==> src/rtl/twc_pkg.sv <==
// ----------------------------------------------------------------------------
// twc_pkg: shared types and constants of the tilt window classifier
// Field widths, register indexes, class codes, the cordic angle table and
// the conversion of a raw angle to the output unit.
// ----------------------------------------------------------------------------
package twc_pkg;

  localparam int WINDOW_DEPTH    = 5;
  localparam int SAMPLE_BITS     = 16;
  localparam int ANGLE_FRAC_BITS = 4;

  localparam int CFG_W     = 12;
  localparam int CFG_IDX_W = 2;
  localparam logic [CFG_IDX_W-1:0] CFG_GOOD_LIMIT   = 2'd0;
  localparam logic [CFG_IDX_W-1:0] CFG_OK_LIMIT     = 2'd1;
  localparam logic [CFG_IDX_W-1:0] CFG_STEADY_LIMIT = 2'd2;

  localparam logic [CFG_W-1:0] GOOD_LIMIT_RST   = 12'd160;
  localparam logic [CFG_W-1:0] OK_LIMIT_RST     = 12'd480;
  localparam logic [CFG_W-1:0] STEADY_LIMIT_RST = 12'd32;

  localparam int PITCH_W = 11;
  localparam int ROLL_W  = 12;
  localparam int CLASS_W = 2;
  localparam logic [CLASS_W-1:0] CLASS_GOOD = 2'd0;
  localparam logic [CLASS_W-1:0] CLASS_OK   = 2'd1;
  localparam logic [CLASS_W-1:0] CLASS_BAD  = 2'd2;

  localparam int CORDIC_STEPS = 16;
  localparam int STEP_W       = 4;
  localparam int ZW           = 26;
  localparam logic signed [ZW-1:0] QUARTER_TURN = 26'sd5898240;
  localparam logic signed [ZW-1:0] HALF_TURN    = 26'sd11796480;

  localparam int ROUND_SHIFT = 16 - ANGLE_FRAC_BITS;
  localparam logic [ZW-1:0] ROUND_HALF = {{(ZW-1){1'b0}}, 1'b1} << (ROUND_SHIFT - 1);

  typedef struct packed {
    logic [PITCH_W-1:0] pitch;
    logic [ROLL_W-1:0]  roll;
  } item_t;

  // atan(2^-i) in 2^-16 degree
  function automatic logic signed [ZW-1:0] atan_entry(input logic [STEP_W-1:0] i);
    logic signed [ZW-1:0] v;
    case (i)
      4'd0:    v = 26'sd2949120;
      4'd1:    v = 26'sd1740967;
      4'd2:    v = 26'sd919879;
      4'd3:    v = 26'sd466945;
      4'd4:    v = 26'sd234379;
      4'd5:    v = 26'sd117304;
      4'd6:    v = 26'sd58666;
      4'd7:    v = 26'sd29335;
      4'd8:    v = 26'sd14668;
      4'd9:    v = 26'sd7334;
      4'd10:   v = 26'sd3667;
      4'd11:   v = 26'sd1833;
      4'd12:   v = 26'sd917;
      4'd13:   v = 26'sd458;
      4'd14:   v = 26'sd229;
      4'd15:   v = 26'sd115;
      default: v = '0;
    endcase
    return v;
  endfunction

  // round half up to the output unit
  function automatic logic [ROLL_W-1:0] to_unit(input logic signed [ZW-1:0] z);
    logic [ZW-1:0] u;
    u = $unsigned(z) + ROUND_HALF;
    return ROLL_W'(u >> ROUND_SHIFT);
  endfunction

endpackage

==> src/rtl/twc_in_if.sv <==
// ----------------------------------------------------------------------------
// twc_in_if: sample channel
// Valid/ready channel carrying one signed x, y, z acceleration sample.
// ----------------------------------------------------------------------------
interface twc_in_if #(
  parameter int SAMPLE_BITS = twc_pkg::SAMPLE_BITS
);
  logic                          valid;
  logic                          ready;
  logic signed [SAMPLE_BITS-1:0] accel_x;
  logic signed [SAMPLE_BITS-1:0] accel_y;
  logic signed [SAMPLE_BITS-1:0] accel_z;

  modport source (output valid, output accel_x, output accel_y, output accel_z, input ready);
  modport sink   (input valid, input accel_x, input accel_y, input accel_z, output ready);
endinterface

==> src/rtl/twc_out_if.sv <==
// ----------------------------------------------------------------------------
// twc_out_if: result channel
// Valid/ready channel carrying angles, window level, class and steady flag.
// ----------------------------------------------------------------------------
interface twc_out_if;
  logic                        valid;
  logic                        ready;
  logic [twc_pkg::PITCH_W-1:0] pitch_angle;
  logic [twc_pkg::ROLL_W-1:0]  roll_angle;
  logic [twc_pkg::ROLL_W-1:0]  window_level;
  logic [twc_pkg::CLASS_W-1:0] tilt_class;
  logic                        steady;

  modport source (output valid, output pitch_angle, output roll_angle, output window_level,
                  output tilt_class, output steady, input ready);
  modport sink   (input valid, input pitch_angle, input roll_angle, input window_level,
                  input tilt_class, input steady, output ready);
endinterface

==> src/rtl/twc_front.sv <==
// ----------------------------------------------------------------------------
// twc_front: angle front end
// Accepts a sample, takes the radius by a bit-serial square root and both
// angles by one shared iterative cordic unit, then hands them to the queue.
// ----------------------------------------------------------------------------
module twc_front #(
  parameter int SAMPLE_BITS = twc_pkg::SAMPLE_BITS
) (
  input  logic           clk,
  input  logic           rst_n,
  twc_in_if.sink         in_ch,
  output twc_pkg::item_t q_data,
  output logic           q_valid,
  input  logic           q_ready
);

  localparam int MW  = SAMPLE_BITS;
  localparam int SQW = 2 * SAMPLE_BITS;
  localparam int RW  = SAMPLE_BITS + 8;
  localparam int CW  = SAMPLE_BITS + 11;
  localparam int SCW = $clog2(RW + 1);
  localparam int CNW = twc_pkg::STEP_W + 1;
  localparam int ZW  = twc_pkg::ZW;
  localparam logic [SCW-1:0] ROOT_STEPS = SCW'(RW);
  localparam logic [CNW-1:0] CORDIC_END = CNW'(twc_pkg::CORDIC_STEPS);

  localparam logic [2:0] F_IDLE  = 3'd0;
  localparam logic [2:0] F_SQ    = 3'd1;
  localparam logic [2:0] F_LOAD  = 3'd2;
  localparam logic [2:0] F_ROLL  = 3'd3;
  localparam logic [2:0] F_ROOT  = 3'd4;
  localparam logic [2:0] F_PITCH = 3'd5;
  localparam logic [2:0] F_PUSH  = 3'd6;

  logic [2:0]                   state_r;
  logic [MW-1:0]                ax_r, ay_r, az_r;
  logic                         zneg_r;
  logic [SQW-1:0]               sqy_r, sqz_r;
  logic [2*RW-1:0]              rad_r;
  logic [RW+1:0]                rem_r;
  logic [RW-1:0]                root_r;
  logic [SCW-1:0]               sq_cnt_r;
  logic signed [CW-1:0]         cx_r, cy_r;
  logic signed [ZW-1:0]         cz_r;
  logic [CNW-1:0]               step_r;
  logic                         azero_r, bzero_r;
  logic [twc_pkg::ROLL_W-1:0]   roll_r;
  logic [twc_pkg::PITCH_W-1:0]  pitch_r;

  logic [MW-1:0]        mx, my, mz;
  logic [RW+1:0]        rem_t, trial, rem_nxt;
  logic [RW-1:0]        root_nxt;
  logic                 sq_run;
  logic signed [CW-1:0] dx, dy, cx_nxt, cy_nxt;
  logic signed [ZW-1:0] cz_nxt, ang, quad, roll_raw;
  logic signed [ZW-1:0] atan_v;
  logic [RW-1:0]        roll_a, roll_b, pitch_a;

  assign mx = in_ch.accel_x[MW-1] ? MW'(-in_ch.accel_x) : MW'(in_ch.accel_x);
  assign my = in_ch.accel_y[MW-1] ? MW'(-in_ch.accel_y) : MW'(in_ch.accel_y);
  assign mz = in_ch.accel_z[MW-1] ? MW'(-in_ch.accel_z) : MW'(in_ch.accel_z);

  assign in_ch.ready = (state_r == F_IDLE);
  assign q_valid     = (state_r == F_PUSH);
  assign q_data      = '{pitch: pitch_r, roll: roll_r};

  assign roll_a  = {ay_r, 8'd0};
  assign roll_b  = {az_r, 8'd0};
  assign pitch_a = {ax_r, 8'd0};

  // square root, one result bit per cycle
  always_comb begin
    rem_t = {rem_r[RW-1:0], rad_r[2*RW-1 -: 2]};
    trial = {root_r, 2'b01};
    if (rem_t >= trial) begin
      rem_nxt  = rem_t - trial;
      root_nxt = {root_r[RW-2:0], 1'b1};
    end else begin
      rem_nxt  = rem_t;
      root_nxt = {root_r[RW-2:0], 1'b0};
    end
  end

  assign sq_run = (sq_cnt_r != ROOT_STEPS);

  // cordic vectoring step
  always_comb begin
    atan_v = twc_pkg::atan_entry(step_r[twc_pkg::STEP_W-1:0]);
    dx = cy_r >>> step_r[twc_pkg::STEP_W-1:0];
    dy = cx_r >>> step_r[twc_pkg::STEP_W-1:0];
    if (!cy_r[CW-1]) begin
      cx_nxt = cx_r + dx;
      cy_nxt = cy_r - dy;
      cz_nxt = cz_r + atan_v;
    end else begin
      cx_nxt = cx_r - dx;
      cy_nxt = cy_r + dy;
      cz_nxt = cz_r - atan_v;
    end
  end

  // special cases and clamp
  always_comb begin
    if (cz_r < 0)
      ang = '0;
    else if (cz_r > twc_pkg::QUARTER_TURN)
      ang = twc_pkg::QUARTER_TURN;
    else
      ang = cz_r;
    if (azero_r)
      quad = '0;
    else if (bzero_r)
      quad = twc_pkg::QUARTER_TURN;
    else
      quad = ang;
    roll_raw = zneg_r ? (twc_pkg::HALF_TURN - quad) : quad;
  end

  always_ff @(posedge clk) begin
    if (!rst_n) begin
      state_r <= F_IDLE;
    end else begin
      case (state_r)
        F_IDLE:  if (in_ch.valid) state_r <= F_SQ;
        F_SQ:    state_r <= F_LOAD;
        F_LOAD:  state_r <= F_ROLL;
        F_ROLL:  if (step_r == CORDIC_END) state_r <= F_ROOT;
        F_ROOT:  if (!sq_run) state_r <= F_PITCH;
        F_PITCH: if (step_r == CORDIC_END) state_r <= F_PUSH;
        F_PUSH:  if (q_ready) state_r <= F_IDLE;
        default: state_r <= F_IDLE;
      endcase
    end
  end

  always_ff @(posedge clk) begin
    case (state_r)
      F_IDLE: begin
        ax_r   <= mx;
        ay_r   <= my;
        az_r   <= mz;
        zneg_r <= in_ch.accel_z[MW-1];
      end
      F_SQ: begin
        sqy_r <= SQW'(ay_r * ay_r);
        sqz_r <= SQW'(az_r * az_r);
      end
      F_LOAD: begin
        rad_r    <= {sqy_r + sqz_r, 16'd0};
        rem_r    <= '0;
        root_r   <= '0;
        sq_cnt_r <= '0;
        cx_r     <= CW'(roll_b);
        cy_r     <= CW'(roll_a);
        cz_r     <= '0;
        step_r   <= '0;
        azero_r  <= (ay_r == '0);
        bzero_r  <= (az_r == '0);
      end
      F_ROLL: begin
        if (sq_run) begin
          rem_r    <= rem_nxt;
          root_r   <= root_nxt;
          rad_r    <= rad_r << 2;
          sq_cnt_r <= sq_cnt_r + 1'b1;
        end
        if (step_r == CORDIC_END) begin
          roll_r <= twc_pkg::to_unit(roll_raw);
        end else begin
          cx_r   <= cx_nxt;
          cy_r   <= cy_nxt;
          cz_r   <= cz_nxt;
          step_r <= step_r + 1'b1;
        end
      end
      F_ROOT: begin
        if (sq_run) begin
          rem_r    <= rem_nxt;
          root_r   <= root_nxt;
          rad_r    <= rad_r << 2;
          sq_cnt_r <= sq_cnt_r + 1'b1;
        end else begin
          cx_r    <= CW'(root_r);
          cy_r    <= CW'(pitch_a);
          cz_r    <= '0;
          step_r  <= '0;
          azero_r <= (ax_r == '0);
          bzero_r <= (root_r == '0);
        end
      end
      F_PITCH: begin
        if (step_r == CORDIC_END) begin
          pitch_r <= twc_pkg::PITCH_W'(twc_pkg::to_unit(quad));
        end else begin
          cx_r   <= cx_nxt;
          cy_r   <= cy_nxt;
          cz_r   <= cz_nxt;
          step_r <= step_r + 1'b1;
        end
      end
      default: ;
    endcase
  end

endmodule

==> src/rtl/twc_queue.sv <==
// ----------------------------------------------------------------------------
// twc_queue: two-entry angle queue
// Decouples the angle front end from the window back end.
// ----------------------------------------------------------------------------
module twc_queue (
  input  logic           clk,
  input  logic           rst_n,
  input  twc_pkg::item_t push_data,
  input  logic           push_valid,
  output logic           push_ready,
  output twc_pkg::item_t pop_data,
  output logic           pop_valid,
  input  logic           pop_ready
);

  twc_pkg::item_t mem_r [2];
  logic           wp_r, rp_r;
  logic [1:0]     cnt_r;
  logic           push, pop;

  assign push_ready = (cnt_r != 2'd2);
  assign pop_valid  = (cnt_r != 2'd0);
  assign pop_data   = mem_r[rp_r];
  assign push       = push_valid && push_ready;
  assign pop        = pop_valid && pop_ready;

  always_ff @(posedge clk) begin
    if (!rst_n) begin
      wp_r  <= 1'b0;
      rp_r  <= 1'b0;
      cnt_r <= 2'd0;
    end else begin
      if (push) wp_r <= ~wp_r;
      if (pop)  rp_r <= ~rp_r;
      case ({push, pop})
        2'b10:   cnt_r <= cnt_r + 2'd1;
        2'b01:   cnt_r <= cnt_r - 2'd1;
        default: cnt_r <= cnt_r;
      endcase
    end
  end

  always_ff @(posedge clk) begin
    if (push) mem_r[wp_r] <= push_data;
  end

endmodule

==> src/rtl/twc_back.sv <==
// ----------------------------------------------------------------------------
// twc_back: window back end
// Writes angles into the window, scans it for minima and sums, checks the
// deviation of every entry, classes the level and holds the result.
// ----------------------------------------------------------------------------
module twc_back #(
  parameter int WINDOW_DEPTH = twc_pkg::WINDOW_DEPTH
) (
  input  logic                          clk,
  input  logic                          rst_n,
  input  twc_pkg::item_t                q_data,
  input  logic                          q_valid,
  output logic                          q_ready,
  twc_out_if.source                     out_ch,
  input  logic                          cfg_wr_en,
  input  logic [twc_pkg::CFG_IDX_W-1:0] cfg_index,
  input  logic [twc_pkg::CFG_W-1:0]     cfg_data
);

  localparam int IW   = (WINDOW_DEPTH > 1) ? $clog2(WINDOW_DEPTH) : 1;
  localparam int CNW  = $clog2(WINDOW_DEPTH + 1);
  localparam int PW   = twc_pkg::PITCH_W;
  localparam int RLW  = twc_pkg::ROLL_W;
  localparam int SUMW = RLW + CNW;
  localparam logic [IW-1:0]  LAST_SLOT = IW'(WINDOW_DEPTH - 1);
  localparam logic [CNW-1:0] FULL      = CNW'(WINDOW_DEPTH);

  localparam logic [1:0] B_IDLE  = 2'd0;
  localparam logic [1:0] B_SUM   = 2'd1;
  localparam logic [1:0] B_CHECK = 2'd2;
  localparam logic [1:0] B_OUT   = 2'd3;

  logic [PW-1:0]             pst_r [WINDOW_DEPTH];
  logic [RLW-1:0]            rst_r [WINDOW_DEPTH];
  logic [1:0]                state_r;
  logic [CNW-1:0]            fill_r;
  logic [IW-1:0]             slot_r, idx_r;
  logic [SUMW-1:0]           sum_p_r, sum_r_r;
  logic [PW-1:0]             min_p_r;
  logic [RLW-1:0]            min_r_r;
  logic                      steady_r;
  logic [twc_pkg::CFG_W-1:0] good_r, ok_r, stdy_r;
  logic                      out_valid_r;
  twc_pkg::item_t            out_item_r;
  logic [RLW-1:0]            level_r;
  logic [twc_pkg::CLASS_W-1:0] class_r;
  logic                      out_steady_r;

  logic [PW-1:0]             pe;
  logic [RLW-1:0]            re;
  logic                      last;
  logic [SUMW-1:0]           scaled_p, scaled_r, dev_p, dev_r, bound;
  logic [RLW-1:0]            level;
  logic [twc_pkg::CLASS_W-1:0] cls;
  logic                      out_load;
  logic [IW-1:0]             prev_slot;

  assign pe   = pst_r[idx_r];
  assign re   = rst_r[idx_r];
  assign last = (CNW'(idx_r) + CNW'(1)) == fill_r;

  // slot of the newest entry
  assign prev_slot = (slot_r == '0) ? LAST_SLOT : slot_r - 1'b1;

  assign scaled_p = SUMW'(fill_r * pe);
  assign scaled_r = SUMW'(fill_r * re);
  assign bound    = SUMW'(fill_r * stdy_r);
  assign dev_p    = (sum_p_r > scaled_p) ? (sum_p_r - scaled_p) : (scaled_p - sum_p_r);
  assign dev_r    = (sum_r_r > scaled_r) ? (sum_r_r - scaled_r) : (scaled_r - sum_r_r);

  always_comb begin
    level = (RLW'(min_p_r) > min_r_r) ? RLW'(min_p_r) : min_r_r;
    if (level > ok_r)
      cls = twc_pkg::CLASS_BAD;
    else if (level > good_r)
      cls = twc_pkg::CLASS_OK;
    else
      cls = twc_pkg::CLASS_GOOD;
  end

  assign q_ready  = (state_r == B_IDLE);
  assign out_load = (state_r == B_OUT) && (!out_valid_r || out_ch.ready);

  assign out_ch.valid        = out_valid_r;
  assign out_ch.pitch_angle  = out_item_r.pitch;
  assign out_ch.roll_angle   = out_item_r.roll;
  assign out_ch.window_level = level_r;
  assign out_ch.tilt_class   = class_r;
  assign out_ch.steady       = out_steady_r;

  always_ff @(posedge clk) begin
    if (!rst_n) begin
      state_r     <= B_IDLE;
      fill_r      <= '0;
      slot_r      <= '0;
      out_valid_r <= 1'b0;
      good_r      <= twc_pkg::GOOD_LIMIT_RST;
      ok_r        <= twc_pkg::OK_LIMIT_RST;
      stdy_r      <= twc_pkg::STEADY_LIMIT_RST;
    end else begin
      if (cfg_wr_en) begin
        case (cfg_index)
          twc_pkg::CFG_GOOD_LIMIT:   good_r <= cfg_data;
          twc_pkg::CFG_OK_LIMIT:     ok_r   <= cfg_data;
          twc_pkg::CFG_STEADY_LIMIT: stdy_r <= cfg_data;
          default: ;
        endcase
      end
      if (out_load)
        out_valid_r <= 1'b1;
      else if (out_ch.ready)
        out_valid_r <= 1'b0;
      case (state_r)
        B_IDLE: begin
          if (q_valid) begin
            slot_r  <= (slot_r == LAST_SLOT) ? '0 : slot_r + 1'b1;
            if (fill_r != FULL) fill_r <= fill_r + 1'b1;
            state_r <= B_SUM;
          end
        end
        B_SUM:   if (last) state_r <= B_CHECK;
        B_CHECK: if (last) state_r <= B_OUT;
        B_OUT:   if (out_load) state_r <= B_IDLE;
        default: state_r <= B_IDLE;
      endcase
    end
  end

  always_ff @(posedge clk) begin
    case (state_r)
      B_IDLE: begin
        if (q_valid) begin
          pst_r[slot_r] <= q_data.pitch;
          rst_r[slot_r] <= q_data.roll;
        end
        idx_r    <= '0;
        sum_p_r  <= '0;
        sum_r_r  <= '0;
        min_p_r  <= '1;
        min_r_r  <= '1;
        steady_r <= 1'b1;
      end
      B_SUM: begin
        sum_p_r <= sum_p_r + SUMW'(pe);
        sum_r_r <= sum_r_r + SUMW'(re);
        if (pe < min_p_r) min_p_r <= pe;
        if (re < min_r_r) min_r_r <= re;
        idx_r <= last ? '0 : idx_r + 1'b1;
      end
      B_CHECK: begin
        if (dev_p > bound || dev_r > bound) steady_r <= 1'b0;
        idx_r <= idx_r + 1'b1;
      end
      B_OUT: begin
        if (out_load) begin
          out_item_r.pitch <= pst_r[prev_slot];
          out_item_r.roll  <= rst_r[prev_slot];
          level_r          <= level;
          class_r          <= cls;
          out_steady_r     <= steady_r;
        end
      end
      default: ;
    endcase
  end

endmodule

==> src/rtl/tilt_window_classifier_unit.sv <==
// ----------------------------------------------------------------------------
// tilt_window_classifier_unit: accelerometer tilt classifier
// Absolute pitch and roll of each sample, window minima, class and steadiness.
// ----------------------------------------------------------------------------
// usage
//   in_ch takes one signed x, y, z sample per transfer (valid/ready).
//   out_ch gives one result per sample, in order: pitch and roll of that
//   sample, the larger of the window minima, its class and the steady flag.
//   cfg_wr_en/cfg_index/cfg_data write good, ok and steady limits; write
//   them only while no sample is in flight.
// processing
//   the front end works on one sample at a time, paced by the bit-serial
//   square root and the shared cordic unit, which runs sixteen steps for
//   roll and sixteen for pitch; the window scan then sums and minimises the
//   window, checks the deviation of each entry and registers the result.
// reset and stall
//   reset empties the window and queue and loads the default limits.
//   a stalled receiver holds the result register; a two-entry queue lets
//   the front end keep accepting until it fills, then in_ch.ready drops.
// ----------------------------------------------------------------------------
module tilt_window_classifier_unit #(
  parameter int WINDOW_DEPTH = twc_pkg::WINDOW_DEPTH,
  parameter int SAMPLE_BITS  = twc_pkg::SAMPLE_BITS
) (
  input  logic                          clk,
  input  logic                          rst_n,
  twc_in_if.sink                        in_ch,
  twc_out_if.source                     out_ch,
  input  logic                          cfg_wr_en,
  input  logic [twc_pkg::CFG_IDX_W-1:0] cfg_index,
  input  logic [twc_pkg::CFG_W-1:0]     cfg_data
);

  twc_pkg::item_t f_data, b_data;
  logic           f_valid, f_ready, b_valid, b_ready;

  twc_front #(.SAMPLE_BITS(SAMPLE_BITS)) u_front (
    .clk     (clk),
    .rst_n   (rst_n),
    .in_ch   (in_ch),
    .q_data  (f_data),
    .q_valid (f_valid),
    .q_ready (f_ready)
  );

  twc_queue u_queue (
    .clk        (clk),
    .rst_n      (rst_n),
    .push_data  (f_data),
    .push_valid (f_valid),
    .push_ready (f_ready),
    .pop_data   (b_data),
    .pop_valid  (b_valid),
    .pop_ready  (b_ready)
  );

  twc_back #(.WINDOW_DEPTH(WINDOW_DEPTH)) u_back (
    .clk       (clk),
    .rst_n     (rst_n),
    .q_data    (b_data),
    .q_valid   (b_valid),
    .q_ready   (b_ready),
    .out_ch    (out_ch),
    .cfg_wr_en (cfg_wr_en),
    .cfg_index (cfg_index),
    .cfg_data  (cfg_data)
  );

endmodule
==> src/flat_wrapper.sv <==
// flat-port wrapper written by rule: the top's interface ports become plain ports
module tilt_window_classifier_unit_flat 
#(
  parameter int WINDOW_DEPTH = twc_pkg::WINDOW_DEPTH,
  parameter int SAMPLE_BITS  = twc_pkg::SAMPLE_BITS
)
  (clk, rst_n, cfg_wr_en, cfg_index, cfg_data, in_ch_valid, in_ch_accel_x, in_ch_accel_y, in_ch_accel_z, in_ch_ready, out_ch_valid, out_ch_pitch_angle, out_ch_roll_angle, out_ch_window_level, out_ch_tilt_class, out_ch_steady, out_ch_ready);
  twc_in_if #(.SAMPLE_BITS(SAMPLE_BITS)) in_ch_i ();
  twc_out_if out_ch_i ();
  input  logic clk;
  input  logic rst_n;
  input  logic cfg_wr_en;
  input  logic [twc_pkg::CFG_IDX_W-1:0] cfg_index;
  input  logic [twc_pkg::CFG_W-1:0] cfg_data;
  input wire logic [$bits(in_ch_i.valid)-1:0] in_ch_valid;
  input wire logic [$bits(in_ch_i.accel_x)-1:0] in_ch_accel_x;
  input wire logic [$bits(in_ch_i.accel_y)-1:0] in_ch_accel_y;
  input wire logic [$bits(in_ch_i.accel_z)-1:0] in_ch_accel_z;
  output wire logic [$bits(in_ch_i.ready)-1:0] in_ch_ready;
  output wire logic [$bits(out_ch_i.valid)-1:0] out_ch_valid;
  output wire logic [$bits(out_ch_i.pitch_angle)-1:0] out_ch_pitch_angle;
  output wire logic [$bits(out_ch_i.roll_angle)-1:0] out_ch_roll_angle;
  output wire logic [$bits(out_ch_i.window_level)-1:0] out_ch_window_level;
  output wire logic [$bits(out_ch_i.tilt_class)-1:0] out_ch_tilt_class;
  output wire logic [$bits(out_ch_i.steady)-1:0] out_ch_steady;
  input wire logic [$bits(out_ch_i.ready)-1:0] out_ch_ready;
  assign in_ch_i.valid = in_ch_valid;
  assign in_ch_i.accel_x = in_ch_accel_x;
  assign in_ch_i.accel_y = in_ch_accel_y;
  assign in_ch_i.accel_z = in_ch_accel_z;
  assign in_ch_ready = in_ch_i.ready;
  assign out_ch_valid = out_ch_i.valid;
  assign out_ch_pitch_angle = out_ch_i.pitch_angle;
  assign out_ch_roll_angle = out_ch_i.roll_angle;
  assign out_ch_window_level = out_ch_i.window_level;
  assign out_ch_tilt_class = out_ch_i.tilt_class;
  assign out_ch_steady = out_ch_i.steady;
  assign out_ch_i.ready = out_ch_ready;
  tilt_window_classifier_unit #(.WINDOW_DEPTH(WINDOW_DEPTH), .SAMPLE_BITS(SAMPLE_BITS)) u_core (.clk(clk), .rst_n(rst_n), .in_ch(in_ch_i), .out_ch(out_ch_i), .cfg_wr_en(cfg_wr_en), .cfg_index(cfg_index), .cfg_data(cfg_data));
endmodule
==> config.mk <==
export PLATFORM = sky130hd
export DESIGN_NAME = tilt_window_classifier_unit_flat
export DESIGN_NICKNAME = d
export VERILOG_FILES = /design/src/rtl/twc_pkg.sv /design/src/rtl/twc_in_if.sv /design/src/rtl/twc_out_if.sv /design/src/rtl/twc_front.sv /design/src/rtl/twc_queue.sv /design/src/rtl/twc_back.sv /design/src/rtl/tilt_window_classifier_unit.sv /design/src/flat_wrapper.sv
export SDC_FILE = /design/constraint.sdc
export NUM_CORES = 2
export LEC_CHECK = 0
export BUFFER_PORTS_ARGS = -buffer_cell sky130_fd_sc_hd__buf_2
export CORE_AREA = 2 2 263 460
export DETAILED_ROUTE_END_ITERATION = 8
export DIE_AREA = 0 0 265 462
export PLACE_DENSITY = 0.65
export SLEW_MARGIN = 10
export SYNTH_ARGS = -nofsm -noshare
export SYNTH_HDL_FRONTEND = slang
export SYNTH_SLANG_ARGS = --single-unit
==> constraint.sdc <==
create_clock -name clk -period 25.5 [get_ports clk]
set_input_delay 0 -clock clk [delete_from_list [all_inputs] [get_ports clk]]
set_output_delay 0 -clock clk [all_outputs]
set_load 0.01 [all_outputs]
# [Yosys cells after proc, flatten, opt, wreduce, memory -nomap -nowiden]
# Memories as Yosys holds them, arrays and structs flattened. A register that Yosys moved wholly into a read port is not among the register bits.
# Index checks and enable logic that the tools add are counted.
[totals] ram_bits=161 in_bits=67 memories=4 output_inout_bits=40 reg_bits=448 rom_bits=352
[classes] n_mux=77 n_mul=5 reduce_logical=41 order_cmp=12 bitwise_logic=2 shift=2 eq_ne=33 addsub=28
[mem_list] name="(name not given)" words=16 width=22 rd=1 rd_clocked_by_memory_dff=1 write_ports=0 line="twc_pkg.sv:46" source="case (i)"
[mem_list] name="u_core.u_back.rst_r" words=5 width=12 rd=2 rd_clocked_by_memory_dff=2 write_ports=1 line="twc_back.sv:34" source="logic [RLW-1:0] rst_r [WINDOW_DEPTH];"
[mem_list] name="u_core.u_back.pst_r" words=5 width=11 rd=2 rd_clocked_by_memory_dff=2 write_ports=1 line="twc_back.sv:33" source="logic [PW-1:0] pst_r [WINDOW_DEPTH];"
[mem_list] name="u_core.u_queue.mem_r" words=2 width=23 rd=1 rd_clocked_by_memory_dff=1 write_ports=1 line="twc_queue.sv:16" source="twc_pkg::item_t mem_r [2];"
[ops] op="$mux 24" count=8
[ops] op="$mux 27" count=6
[ops] op="$pmux 27 s3" count=2
[ops] op="$pmux 24 s2" count=2
[ops] op="$pmux 48 s2" count=1
[ops] op="$mux 26" count=3
[ops] op="$pmux 26 s3" count=1
[ops] op="$mux 15" count=5
[ops] op="$mul 16x16->32" count=2
[ops] op="$pmux 15 s2" count=2
[ops] op="$add 27x27->27" count=2
[ops] op="$sshr 27x4->27" count=2
[ops] op="$sub 27x27->27" count=2
[ops] op="$logic_not 16->1" count=3
[ops] op="$mux 48" count=1
[ops] op="$neg 16->16" count=3
[ops] op="$gt 15x15->1" count=3
[ops] op="$add 32x32->32" count=1
[ops] op="$mul 3x12->15" count=2
[ops] op="$mux 3" count=10
[ops] op="$sub 15x15->15" count=2
[ops] op="$add 26x26->26" count=1
[ops] op="$ge 26x26->1" count=1
[ops] op="$gt 26x24->1 const B" count=1
[ops] op="other kinds (61)" count=134

# [Longest topological paths before layout]
[logic_depth] ltp_word=8 mapped_depth=44 mapped_depth_nobuf=41

# [Cells and area by module]
# From an unflattened synthesis, not the netlist that was laid out.
[unflattened] cells_unflattened=6082 area_unflattened_um2=60151.4
[by_module_without_submodules] mod="twc_front" cells_each=4158 n_inst=1 area_per_inst_um2=39158.8
[by_module_without_submodules] mod="twc_back" cells_each=1829 n_inst=1 area_per_inst_um2=19107.1
[by_module_without_submodules] mod="twc_queue" cells_each=95 n_inst=1 area_per_inst_um2=1885.6

# [Worst setup path after synthesis]
# No wires, ideal clock.
[synth_timing] path_kind="register to register" start="register with a tool-made name" end="register u_core.u_back.steady_r (enable)" stages_incl_launch_ff=45 required_ns=25.256 period_less_slack_ns=8.443 slack_ns=17.057 t_arrival_ns=8.200 path_cell_list="dfxtp_1 > clkbuf_1 > buf_1 > mux4_2 > mux2i_1 > inv_1 > nand2_1 > fa_1 > inv_1 > ha_1 > inv_1 > fa_1 > inv_1 > a21oi_1 > o21bai_1 > a21oi_1 > o21bai_1 > a21oi_1 > (+9 left out) > o21ai_1 > o31ai_4 > mux2i_1 > and3_1 > a211oi_1 > o31a_1 > o21bai_1 > xor2_1 > ha_1 > a21o_1 > a21oi_1 > nor2b_1 > o21ai_0 > nand2b_1 > a21oi_1 > o21ai_0 > a22oi_1 > nor2_1"
[synth_lines] item="end signal: assignment" line="twc_back.sv:141" source="steady_r <= 1'b1;"
[synth_lines] item="end signal: assignment" line="twc_back.sv:151" source="if (dev_p > bound || dev_r > bound) steady_r <= 1'b0;"
[synth_lines] item="end: declaration" line="twc_back.sv:41" source="logic steady_r;"

==> results.sh <==
export IMPL_async_flop_share=0
export IMPL_crit_type="flip-flop to flip-flop"
export IMPL_yosysMostFrequentCell="inv_1"
export IMPL_holdBufCountCts=112
export IMPL_final_hold_viol_count=0
export IMPL_die_w_microns=265
export IMPL_yosys_warnings=0
export IMPL_drt_iter0_drc=2218
export IMPL_grt_max_degree=86
export IMPL_dieArea_sq_um=122000
export IMPL_grt_remaining_overflow=0
export IMPL_cp_end_kind="flip-flop"
export IMPL_min_path_type="input port to flip-flop"
export IMPL_via_count=44500
export IMPL_dr_wl_met2_mm=90.3
export IMPL_cts_sinks=640
export IMPL_ant_nets=0
export IMPL_fillers=10500
export IMPL_post_place_ws_ps=16260
export IMPL_drt_met1_wl_mm=50.8
export IMPL_max_freq_mhz=108
export IMPL_setup_tns_ps=0
export IMPL_crit_top_cell="a21oi_1"
export IMPL_cp_max_fo=28
export IMPL_dpl_instance_area_sq_um=61100
export IMPL_rrSetupSlack_ps=16260
export IMPL_cts_made_buffers=70
export IMPL_cts_tree="yes"
export IMPL_top_layer="met5"
export IMPL_syn_nets=6962
export IMPL_maxCapViolCount=0
export IMPL_hold_path_depth=2
export IMPL_synth_area_sq_um=59000
export IMPL_outcome="completed"
export IMPL_min_from="in_ch_accel_x[0]"
export IMPL_synthCells=5961
export IMPL_max_stage_delay_ps=560
export IMPL_die_h_microns=462
export IMPL_clock_root_buffer="clkbuf_16"
export IMPL_finalInstanceArea_sq_um=64600
export IMPL_slew_headroom=0.228
export IMPL_drtPass1Iterations=5
export IMPL_setup_viol=0
export IMPL_dp_hpwl_mm=126
export IMPL_drc=0
export IMPL_rr_endpoint="u_core.u_back.steady_r"
export IMPL_synth_top_area_frac=0.286
export IMPL_rsz0062_at_grt="false"
export IMPL_nets=7099
export IMPL_cp_top_family="compound AO/OA/AOI/OAI gates"
export IMPL_min_to="u_core.u_front.ax_r[0]"
export IMPL_ff2ff_path_depth=43
export IMPL_synth_area_per_cell_sq_um=9.90
export IMPL_setup_ws_ps=16260
export IMPL_clkTransAtPathRegs_ps=60
export IMPL_core_area_sq_um=119000
export IMPL_clkLatencyLatePin_ps=690
export IMPL_synth_flop_cell="edfxtp_1"
export IMPL_multi_input_area_sq_um=36800
export IMPL_cts_htree_levels=3
export IMPL_num_antenna_cells=0
export IMPL_utilization=0.543
export IMPL_arrival_ps=9640
export IMPL_gp_congestion=0.945
export IMPL_synth_distinct_cells=107
export IMPL_final_max_slew_viol_count=0
export IMPL_cts_setup_buffers=0
export IMPL_tightestPinTransition_ps=1160
export IMPL_cp_num_buf_inv=6
export IMPL_cts_resized=0
export IMPL_grt_use_total=0.266
export IMPL_required_ps=25900
export IMPL_synth_edf_count=562
export IMPL_ys_ff_latch=640
export IMPL_antenna_found_initial=2
export IMPL_wl_per_cell_microns=20.9
export IMPL_period_share=0.362
export IMPL_grt_pass1_wl_mm=252
export IMPL_cpMaxStageDelayCell="mux4_2"
export IMPL_fin_crit_ps=9240
export IMPL_port_buffers=106
export IMPL_yosys_area_top_type="edfxtp_1"
export IMPL_worstSetupStartpointType="flip-flop"
export IMPL_grt_pass1_vias=47200
export IMPL_initial_core_util=0.496
export IMPL_clock_skew_ps=39.0
export IMPL_max_clock_path_buffers=3
export IMPL_yosys_top_cells_count="783 x inv_1, 590 x nand2_1, 565 x ha_1"
export IMPL_wirelength_mm=161
export IMPL_regArea_sq_um=18400
export IMPL_routed_via_density=5.79
export IMPL_pin_count=107
export IMPL_wl_met3_mm=5.04
export IMPL_drive_above_1_share=0.0864
export IMPL_yosysSeqAreaShare=0.312
export IMPL_fp_row_count=168
export IMPL_synthTopCellsByArea="edfxtp_1 29%, fa_1 13%, ha_1 12%"
export IMPL_syn_to_final_growth_pct=9.51
==> worst max-delay path by stage <==
| stage | startpoint | cells past startpoint | to | slack [ps] |
|---|---|---|---|---|
| finish | flip-flop | 43 | u_core.u_back.steady_r | 16260 |
| global route | flip-flop | 43 | u_core.u_back.steady_r | 15470 |
| CTS | flip-flop | 43 | u_core.u_back.steady_r | 16180 |
| detailed placement | flip-flop | 43 | u_core.u_back.steady_r | 16260 |
| global placement | flip-flop | 43 | u_core.u_back.steady_r | 16230 |
| floorplan | flip-flop | 44 | u_core.u_back.steady_r | 17060 |
==> layout by cell type (no fill, tap or decap), types with 147 or more instances in the layout <==
master,n
and2_1,154
ha_1,565
nor2_1,351
edfxtp_1,562
a21oi_1,291
nand2_1,590
fa_1,369
inv_1,782
o21ai_0,249
xnor2_1,243
xor2_1,147
==> state kept, by name (all words and copies together), names as in the netlist, 16 cells and up, named ones only <==
register,flops
u_core.u_front.root_r,24
u_core.u_front.atan_v,22
u_core.u_front.cz_r,26
u_core.u_front.rem_r,24
u_core.u_front.cy_r,27
u_core.u_front.rad_r,32
u_core.u_front.sqy_r,31
u_core.u_back.pst_r,55
u_core.u_front.az_r,16
u_core.u_front.cx_r,27
u_core.u_front.ax_r,16
u_core.u_front.ay_r,16
u_core.u_queue.mem_r,46
u_core.u_front.sqz_r,31
u_core.u_back.rst_r,60
==> metal layers <==
| metal | global-route usage | vias to the layer above |
|---|---|---|
| li1 | - | 20800 |
| met1 | 0.236 | 21800 |
| met2 | 0.533 | 1243 |
| met3 | 0.0268 | 617 |
| met4 | 0.217 | 2 |
| met5 | 0 | - |
==> cells by family after synthesis <==
family,synth area share
buffers and inverters,0.0656
adder cells (fa/ha/maj),0.245
AO/OA/AOI/OAI,0.116
AND/OR/NAND/NOR,0.133
multiplexers,0.0692
XOR/XNOR,0.0581
flip-flops,0.312
==> layout make-up <==
cell class              instances  area share
clock buffers                  88      0.0296
repair buffers                281      0.0329
inverters                     785      0.0456
clock inverters                42     0.00714
well taps                    1530      0.0296
multi-input cells            4320       0.570
flip-flops and latches        640       0.285
==> metrics by stage <==
stage	hold WS [ps]	std cells
after global placement	234	7444
after global routing	113	7686
after CTS	37.3	7686
after detailed placement	231	7444
final	95.7	7686
after floorplan	98.9	5961
Power is left out: the tool's default activity adds up to more than one toggle a clock period on the data nets, which glitch-free logic cannot reach.
